==> src/rtl/sotf_pkg.sv <==
`timescale 1ns / 1ps
// ----------------------------------------------------------------------------
// sotf_pkg: shared types and constants of the second-order Tustin filter
// Transaction payloads, controller commands and status, and fixed widths.
// ----------------------------------------------------------------------------
package sotf_pkg;

    // Sample and coefficient width, and the Q8.24 time step.
    localparam int DATA_WIDTH = 32;
    localparam int TS_W       = 32;
    localparam int TS_FRAC    = 24;

    // Shared multiplier: A operand magnitude, B operand magnitude, digit size.
    localparam int MUL_AW    = (DATA_WIDTH > TS_W) ? DATA_WIDTH : TS_W;
    localparam int MUL_BW    = 64;
    localparam int MUL_DIGIT = 8;
    localparam int PROD_W    = MUL_AW + MUL_BW + 1;

    // Width of the exact numerators and the shared denominator.
    localparam int NUM_W = DATA_WIDTH + 65;

    // Accumulator of the difference equation.
    localparam int ACC_W = 2 * DATA_WIDTH + 3;

    // Five taps: input, input history 1 and 2, output history 1 and 2.
    localparam int          NUM_TAPS     = 5;
    localparam int          TAP_W        = 3;
    localparam logic [2:0]  TAP_LAST     = 3'd4;
    localparam logic [2:0]  TAP_FIRST_FB = 3'd3;

    localparam int CFG_IDX_W = 3;

    typedef enum logic [CFG_IDX_W-1:0] {
        CFG_NUM_S2 = 3'd0,
        CFG_NUM_S1 = 3'd1,
        CFG_NUM_S0 = 3'd2,
        CFG_DEN_S2 = 3'd3,
        CFG_DEN_S1 = 3'd4,
        CFG_DEN_S0 = 3'd5
    } sotf_cfg_idx_t;

    typedef enum logic [3:0] {
        ST_IDLE,
        ST_CHECK,
        ST_MUL_TT,
        ST_MUL_B1T,
        ST_MUL_A1T,
        ST_MUL_B0T2,
        ST_MUL_A0T2,
        ST_FORM,
        ST_DEN_CHECK,
        ST_DIVIDE,
        ST_FILTER,
        ST_ROUND,
        ST_DONE
    } sotf_state_t;

    typedef enum logic [2:0] {
        MOP_TT,
        MOP_B1T,
        MOP_A1T,
        MOP_B0T2,
        MOP_A0T2,
        MOP_TAP
    } sotf_mul_op_t;

    typedef struct packed {
        logic signed [DATA_WIDTH-1:0] sample_in;
        logic signed [TS_W-1:0]       time_step;
    } sotf_in_t;

    typedef struct packed {
        logic signed [DATA_WIDTH-1:0] sample_out;
        logic                         updated;
        logic                         saturated;
    } sotf_out_t;

    typedef struct packed {
        logic         load_in;
        logic         mul_start;
        sotf_mul_op_t mul_op;
        logic         div_start;
        logic [TAP_W-1:0] tap;
        logic         form_den;
        logic         hold;
        logic         commit;
        logic         out_load;
    } sotf_cmd_t;

    typedef struct packed {
        logic mul_done;
        logic div_done;
        logic t_pos;
        logic den_zero;
    } sotf_status_t;

endpackage

==> src/rtl/sotf_ctrl.sv <==
`timescale 1ns / 1ps
// ----------------------------------------------------------------------------
// sotf_ctrl: sequencer of the second-order Tustin filter
// Steps one transaction through products, divisions and the filter sum.
// ----------------------------------------------------------------------------
module sotf_ctrl (
    input  logic                   clk,
    input  logic                   rst_n,
    input  logic                   in_valid,
    output logic                   in_stall,
    output logic                   out_valid,
    input  logic                   out_stall,
    output sotf_pkg::sotf_cmd_t    cmd,
    input  sotf_pkg::sotf_status_t status
);
    import sotf_pkg::*;

    sotf_state_t      state_reg, state_next;
    logic             pend_reg, pend_next;
    logic [TAP_W-1:0] tap_reg, tap_next;
    logic             out_valid_reg, out_valid_next;
    sotf_state_t      mul_after;

    always_ff @(posedge clk or negedge rst_n)
    begin
        if (!rst_n)
        begin
            state_reg     <= ST_IDLE;
            pend_reg      <= 1'b0;
            tap_reg       <= '0;
            out_valid_reg <= 1'b0;
        end
        else
        begin
            state_reg     <= state_next;
            pend_reg      <= pend_next;
            tap_reg       <= tap_next;
            out_valid_reg <= out_valid_next;
        end
    end

    always_comb
    begin
        state_next = state_reg;
        pend_next  = pend_reg;
        tap_next   = tap_reg;
        cmd        = '0;
        cmd.tap    = tap_reg;

        case (state_reg)
            ST_MUL_B1T:  begin cmd.mul_op = MOP_B1T;  mul_after = ST_MUL_A1T;  end
            ST_MUL_A1T:  begin cmd.mul_op = MOP_A1T;  mul_after = ST_MUL_B0T2; end
            ST_MUL_B0T2: begin cmd.mul_op = MOP_B0T2; mul_after = ST_MUL_A0T2; end
            ST_MUL_A0T2: begin cmd.mul_op = MOP_A0T2; mul_after = ST_FORM;     end
            ST_FILTER:   begin cmd.mul_op = MOP_TAP;  mul_after = ST_ROUND;    end
            default:     begin cmd.mul_op = MOP_TT;   mul_after = ST_MUL_B1T;  end
        endcase

        case (state_reg)
            ST_IDLE:
            begin
                if (in_valid)
                begin
                    cmd.load_in = 1'b1;
                    state_next  = ST_CHECK;
                end
            end
            ST_CHECK:
            begin
                if (!status.t_pos)
                begin
                    cmd.hold   = 1'b1;
                    state_next = ST_DONE;
                end
                else
                    state_next = ST_MUL_TT;
            end
            ST_MUL_TT, ST_MUL_B1T, ST_MUL_A1T, ST_MUL_B0T2, ST_MUL_A0T2:
            begin
                if (!pend_reg)
                begin
                    cmd.mul_start = 1'b1;
                    pend_next     = 1'b1;
                end
                else if (status.mul_done)
                begin
                    pend_next  = 1'b0;
                    state_next = mul_after;
                end
            end
            ST_FORM:
            begin
                cmd.form_den = 1'b1;
                state_next   = ST_DEN_CHECK;
            end
            ST_DEN_CHECK:
            begin
                tap_next = '0;
                if (status.den_zero)
                begin
                    cmd.hold   = 1'b1;
                    state_next = ST_DONE;
                end
                else
                    state_next = ST_DIVIDE;
            end
            ST_DIVIDE:
            begin
                if (!pend_reg)
                begin
                    cmd.div_start = 1'b1;
                    pend_next     = 1'b1;
                end
                else if (status.div_done)
                begin
                    pend_next = 1'b0;
                    if (tap_reg == TAP_LAST)
                    begin
                        tap_next   = '0;
                        state_next = ST_FILTER;
                    end
                    else
                        tap_next = tap_reg + 1'b1;
                end
            end
            ST_FILTER:
            begin
                if (!pend_reg)
                begin
                    cmd.mul_start = 1'b1;
                    pend_next     = 1'b1;
                end
                else if (status.mul_done)
                begin
                    pend_next = 1'b0;
                    if (tap_reg == TAP_LAST)
                        state_next = mul_after;
                    else
                        tap_next = tap_reg + 1'b1;
                end
            end
            ST_ROUND:
            begin
                cmd.commit = 1'b1;
                state_next = ST_DONE;
            end
            ST_DONE:
            begin
                if (!out_valid_reg || !out_stall)
                begin
                    cmd.out_load = 1'b1;
                    state_next   = ST_IDLE;
                end
            end
            default:
                state_next = ST_IDLE;
        endcase

        out_valid_next = cmd.out_load || (out_valid_reg && out_stall);
    end

    assign in_stall  = (state_reg != ST_IDLE);
    assign out_valid = out_valid_reg;

    // A unit completion is only expected while the sequencer waits on it.
    assert property (@(posedge clk) disable iff (!rst_n)
        status.mul_done |-> (pend_reg && (state_reg == ST_MUL_TT
            || state_reg == ST_MUL_B1T || state_reg == ST_MUL_A1T
            || state_reg == ST_MUL_B0T2 || state_reg == ST_MUL_A0T2
            || state_reg == ST_FILTER)))
        else $error("multiplier finished with no product pending");

    assert property (@(posedge clk) disable iff (!rst_n)
        status.div_done |-> (pend_reg && state_reg == ST_DIVIDE))
        else $error("divider finished outside the division phase");

    // A waiting result must never be overwritten.
    assert property (@(posedge clk) disable iff (!rst_n)
        cmd.out_load |-> (!out_valid_reg || !out_stall))
        else $error("result register loaded while a stalled result waits");

    assert property (@(posedge clk) disable iff (!rst_n)
        (cmd.mul_start || cmd.div_start) |=> pend_reg)
        else $error("unit start not tracked as pending");

endmodule

==> config.mk <==
export PLATFORM = sky130hd
export DESIGN_NAME = sotf_ctrl
export DESIGN_NICKNAME = d
export VERILOG_FILES = /design/src/rtl/sotf_pkg.sv /design/src/rtl/sotf_ctrl.sv
export SDC_FILE = /design/constraint.sdc
export NUM_CORES = 1
export LEC_CHECK = 0
export ABC_CLOCK_PERIOD_IN_PS = 2100
export BUFFER_PORTS_ARGS = -buffer_cell sky130_fd_sc_hd__buf_4
export CORE_MARGIN = 4
export CORE_UTILIZATION = 50
export CTS_CLUSTER_DIAMETER = 120
export DETAILED_ROUTE_END_ITERATION = 7
export PLACE_DENSITY_LB_ADDON = 0.12
export SLEW_MARGIN = 20
export SYNTH_ARGS = -nofsm -noshare
export SYNTH_HDL_FRONTEND = slang
export SYNTH_SLANG_ARGS = --single-unit
==> constraint.sdc <==
create_clock -name clk -period 2.1 [get_ports clk]
set_input_delay 0.42 -clock clk [delete_from_list [all_inputs] [get_ports clk]]
set_output_delay 0.42 -clock clk [all_outputs]
set_load 0.005 [all_outputs]
# After elaboration in Yosys (flattened, before gate mapping)
# Cells that the tools add are included.
dict set report op_classes {
  multipliers 0
  div 0
  n_shift 0
  n_lt_le_gt_ge 0
  add_sub_neg 1
  n_reduce_logical 13
  n_bitwise 0
  n_eq_ne 24
  muxes 39
}
# op count
set op_table {}
lappend op_table {{$mux 4} 11}
lappend op_table {{$pmux 4 s9} 1}
lappend op_table {{$ne 2x2->1 const B} 11}
lappend op_table {{$mux 3} 7}
lappend op_table {{$eq 4x4->1 const B} 5}
lappend op_table {{$pmux 4 s5} 1}
lappend op_table {{$eq 4x3->1 const B} 4}
lappend op_table {{$mux 1} 15}
lappend op_table {{$pmux 3 s5} 1}
lappend op_table {{$reduce_and 10->1} 1}
lappend op_table {{$pmux 3 s3} 1}
lappend op_table {{$eq 4x2->1 const B} 2}
lappend op_table {{$reduce_and 6->1} 1}
lappend op_table {{$reduce_or 6->1} 1}
lappend op_table {{$reduce_or 5->1} 1}
lappend op_table {{$eq 4x1->1 const B} 1}
lappend op_table {{$logic_not 4->1} 1}
lappend op_table {{$pmux 1 s2} 2}
lappend op_table {{$reduce_bool 4->1} 1}
lappend op_table {{$add 3x1->3 const B} 1}
lappend op_table {{$eq 3x3->1 const B} 1}
lappend op_table {{$reduce_bool 3->1} 1}
lappend op_table {{$logic_not 1->1} 2}
lappend op_table {{$logic_or 1x1->1} 2}
lappend op_table {{2 further kinds} 2}
dict set report word_totals {
  memories 0
  latchBits 0
  ram_bits 0
  reg_bits 9
  out_inout_bits 15
  wordCells 81
  inputBits 8
  romBits 0
}

# Depth between registers and ports, before layout
dict set report logic_depth {
  depth_word 6
  ltp_mapped 7
  depth_no_buf 7
}

# Worst setup path after synthesis
# OpenSTA, ideal clock, no wires.
dict set report synth_timing {
  kind {register to output}
  start {register state_reg[1]}
  end {output port cmd[11] (netlist bit)}
  stages_incl_launch_ff 6
  arrival_ns 1.254
  setup_slack_ns 0.426
  path_buffers 2
  cell_sequence {dfrtp_1 > buf_4 > clkbuf_1 > nand2_1 > nand2_1 > a2111oi_0}
}
# item line_no
set synth_rtl {}
lappend synth_rtl {{start, declared} sotf_ctrl.sv:18} ;# sotf_state_t state_reg, state_next;
lappend synth_rtl {{start signal, assigned} sotf_ctrl.sv:35} ;# state_reg <= state_next;
lappend synth_rtl {{end, declared} sotf_ctrl.sv:13} ;# output sotf_pkg::sotf_cmd_t cmd,

==> metrics.csv <==
stage,metric,value,unit
status,outcome,"finished, final reports clean",
synth,yosys_register_bits,9,
cts,tritoncts,done,
run,cap_viol_max_count,0,
cells_and_area,largest_register_ffs,4,
global_routing,overflow,0,
pwr,powerDensity,1620,mW/mm²
cells_and_area,stdcell_count,142,
die,floorplan.die_area,0.00229,mm²
pwr,ir_worst_vdd,836,µV
global_routing,number_of_global_route_vias_before_repair,755,
synth,synth.area.top_cells,"dfrtp_1 28%, nor2_1 6.6%, nand2_1 5.2%",
setup_path,critical_path.reg2reg.startpoint,tap_reg[0]$_DFFE_PN0P_,
synth,register_area_share_after_synthesis,28.4,%
timing,timing.slew.headroom,74.2,%
cts,post_cts_buffers,0,
synth,synthesis.nets,114,
setup_path,timing.critical_path.fanout_max,13,
synth,syn_area_per_cell,7.63,µm²
hold_path,worstHoldPathType,in -> reg,
setup_path,arrival_worst_endpoint,1.59,ns
route,postRouteWirelength,2150,µm
die,design.core.area,0.00151,mm²
cts,cts-root-buf,clkbuf_4,
timing,fmax,0.497,GHz
timing,finalCriticalPeriod,2.01,ns
placed_design,finalWeightedCongestion,0.868,
setup_path,crit_path_frequent_cell,buf_4,
cts,cts.sink_count,9,
die,io_pins,23,
hold_path,timing.hold.worst.start,out_stall,
placed_design,placed_cells_incl_taps,137,
timing,timing.final.hold_violations,0,
global_routing,grt_max_degree,15,
setup_path,critical_path_class,reg -> out,
setup_path,data_required_time_at_the_worst_endpoint,1.68,ns
timing,finalMaxSlewViolations,0,
route,routed_wire_length_per_instance,15.1,µm
setup_path,cp-end-kind,output pin,
route,vias_per_cell,5.92,
route,drt_iter0_markers,43,
timing,finalClockSkew,0.00322,ns
placed_design,numPortBuffers,22,
pwr,power.leakage,0.000458,µW
setup_path,worst_reg_to_reg_path_cell_count,7,
setup_path,cpMaxStageDelayCell,dfrtp_2,
cts,clkTransAtPathRegs,0.07,ns
global_routing,grt_first_pass_wirelength,3430,µm
cells_and_area,post_route_cells_drive_above_1_share,31.7,%
cells_and_area,finish.utilization,66.1,%
die,floorplan.initialDensity,52.7,%
synth,post_synthesis_instance_area,793,µm²
route,via_count,841,
setup_path,cp-startpoint,state_reg[1]$_DFFE_PN0P_,
synth,post_synth_inst_count,104,
cells_and_area,area_growth,25.6,%
synth,synth.distinct_cells,39,
synth,synth_largest_type_area_fraction,28.4,%
cts,insertion_delay,0.27,ns
cells_and_area,layout.nets,137,
setup_path,cell_chain_of_the_critical_path,"buf_4, or2_2, a21oi_1, buf_4",
global_routing,track_usage,21.8,%
timing,rsz_0062_raised_after_global_routing,false,
synth,synthesis.yosys.warnings,0,
timing,setup_viol,0,
timing,final.setup.tns,0,ns
hold_path,timing.hold.worst_path_depth,3,
route,detail-route-antenna-nets,0,
die,dieHeight,47.8,µm
timing,hold_ws,0.359,ns
cts,numCtsBuffers,3,
die,die_w,47.8,µm
timing,slew_at_the_pin_with_the_worst_max_slew_slack,0.384,ns
timing,final_min_period_over_clock_period,95.9,%
cells_and_area,n_antenna_cell,0,
placed_design,post-dp-hpwl,1570,µm
die,std_cell_rows,14,
synth,netlist.top_cell.by_area,dfrtp_1,
cts,clock_path_buffers,2,
setup_path,type_of_element_launching_the_critical_path,flip-flop,
route,drcViolationCount,0,
global_routing,antenna_found_initial,0,
route,drtPass1Iterations,4,
setup_path,worst_path_largest_cell_delay,0.49,ns
cts,cts.htree.levels,1,
## worst max-delay path: cells and delay by family (launching register included)
kind                   cells  cell delay, ns
flip-flops                 1            0.49
AND/OR/NAND/NOR            1            0.30
buffers and inverters      2            0.34
AO/OA/AOI/OAI              1            0.19
## Yosys cell counts, drive strengths merged
master	instances
o31ai	1
a2bb2oi	1
nor2	14
ha	2
dfrtp	9
o32ai	1
a221o	1
clkbuf	2
o21ai	8
nand2	11
and2	4
a31o	1
and3	2
a21oi	8
o21a	1
nor3	5
nand2b	4
nand3b	1
o21bai	1
xnor2	2
or2	1
a31oi	1
or4b	1
buf	6
o41ai	1
mux2	1
a21o	1
o22a	1
o22ai	1
o2bb2ai	1
a2111oi	1
nand3	3
o211ai	2
inv	4
## power by group
part           internal (µW)  total, µW  switching [µW]
logic                    511       1060             550
clock network           73.6        146            72.1
registers                250        406             156
total                    834       1610             779
## cell type report
cell class                      count  area (µm²)
Fill cell                         144         510
Multi-Input combinational cell     83         509
Sequential cell                     9         228
Timing Repair Buffer               26         198
Clock buffer                        4        26.3
Tap cell                           16        20.0
Inverter                            4        15.0
## per-layer routing
layer | vias up | routed length [µm] | global-route usage, %
li1 | 416 | - | -
met1 | 373 | 888 | 28.9
met2 | 44 | 1020 | 33.5
met3 | 8 | 188 | 5.64
met4 | 0 | 46 | 8.60
met5 | - | 0 | 0
## cell usage in the layout (no fill, tap or decap), types with 2 or more instances in the layout
cell type | netlist | final
nor3_1 | 5 | 5
o211ai_1 | 2 | 2
xnor2_1 | 2 | 2
nor2_1 | 14 | 13
and2_4 | 2 | 2
nand2b_1 | 2 | 2
ha_1 | 2 | 2
clkbuf_4 | 0 | 3
a21oi_1 | 7 | 7
buf_4 | 1 | 25
dfrtp_1 | 9 | 7
dfrtp_2 | 0 | 2
and2_1 | 2 | 2
nand2b_2 | 2 | 2
o21ai_0 | 8 | 8
inv_1 | 4 | 3
nand3_1 | 3 | 3
and3_1 | 2 | 2
nand2_1 | 11 | 11
## logic make-up (layout without fill, tap and decap cells)
family | count (synthesis) | count (layout) | share of synthesized area (%)
adders and majority gates | 2 | 2 | 3.15
AOI/OAI and AO/OA | 32 | 32 | 26.8
DFF | 9 | 9 | 28.4
buffers and inverters | 12 | 34 | 8.52
muxes | 1 | 1 | 1.89
and+or+nand+nor | 46 | 46 | 29.0
xor gates and xnor gates | 2 | 2 | 2.21
## stage by stage
| step | power (µW) | setup WS [ns] | area, µm² |
|---|---|---|---|
| after global placement | 1400 | 0.249 | 948 |
| final | 1610 | 0.0864 | 996 |
| after floorplan | 1120 | 0.426 | 793 |
| after detailed placement | 1410 | 0.238 | 948 |
| after CTS | 1590 | 0.0512 | 987 |
| after global routing | 1770 | 0.0125 | 996 |
## path summary, 6_finish.rpt
check                                                end  slack [ns]
worst max-delay path                              cmd[2]        0.09
worst min-delay path                 out_valid$_DFF_PN0_        0.36
worst max register to register  state_reg[0]$_DFFE_PN0P_        0.26
worst min register to register       out_valid$_DFF_PN0_        0.53
max in group asynchronous       state_reg[3]$_DFFE_PN0P_        1.44
min in group asynchronous         tap_reg[1]$_DFFE_PN0P_        0.51
## what timing repair did
| item | 4_1_cts | 5_1_grt |
|---|---|---|
| endpoints found under the hold margin | 9 | 0 |
| resized for setup | 2 | 4 |
| hold buffers | 1 | 0 |
| setup endpoints to repair | 1 | 3 |
No activity file was read; power rests on OpenSTA's default activity.
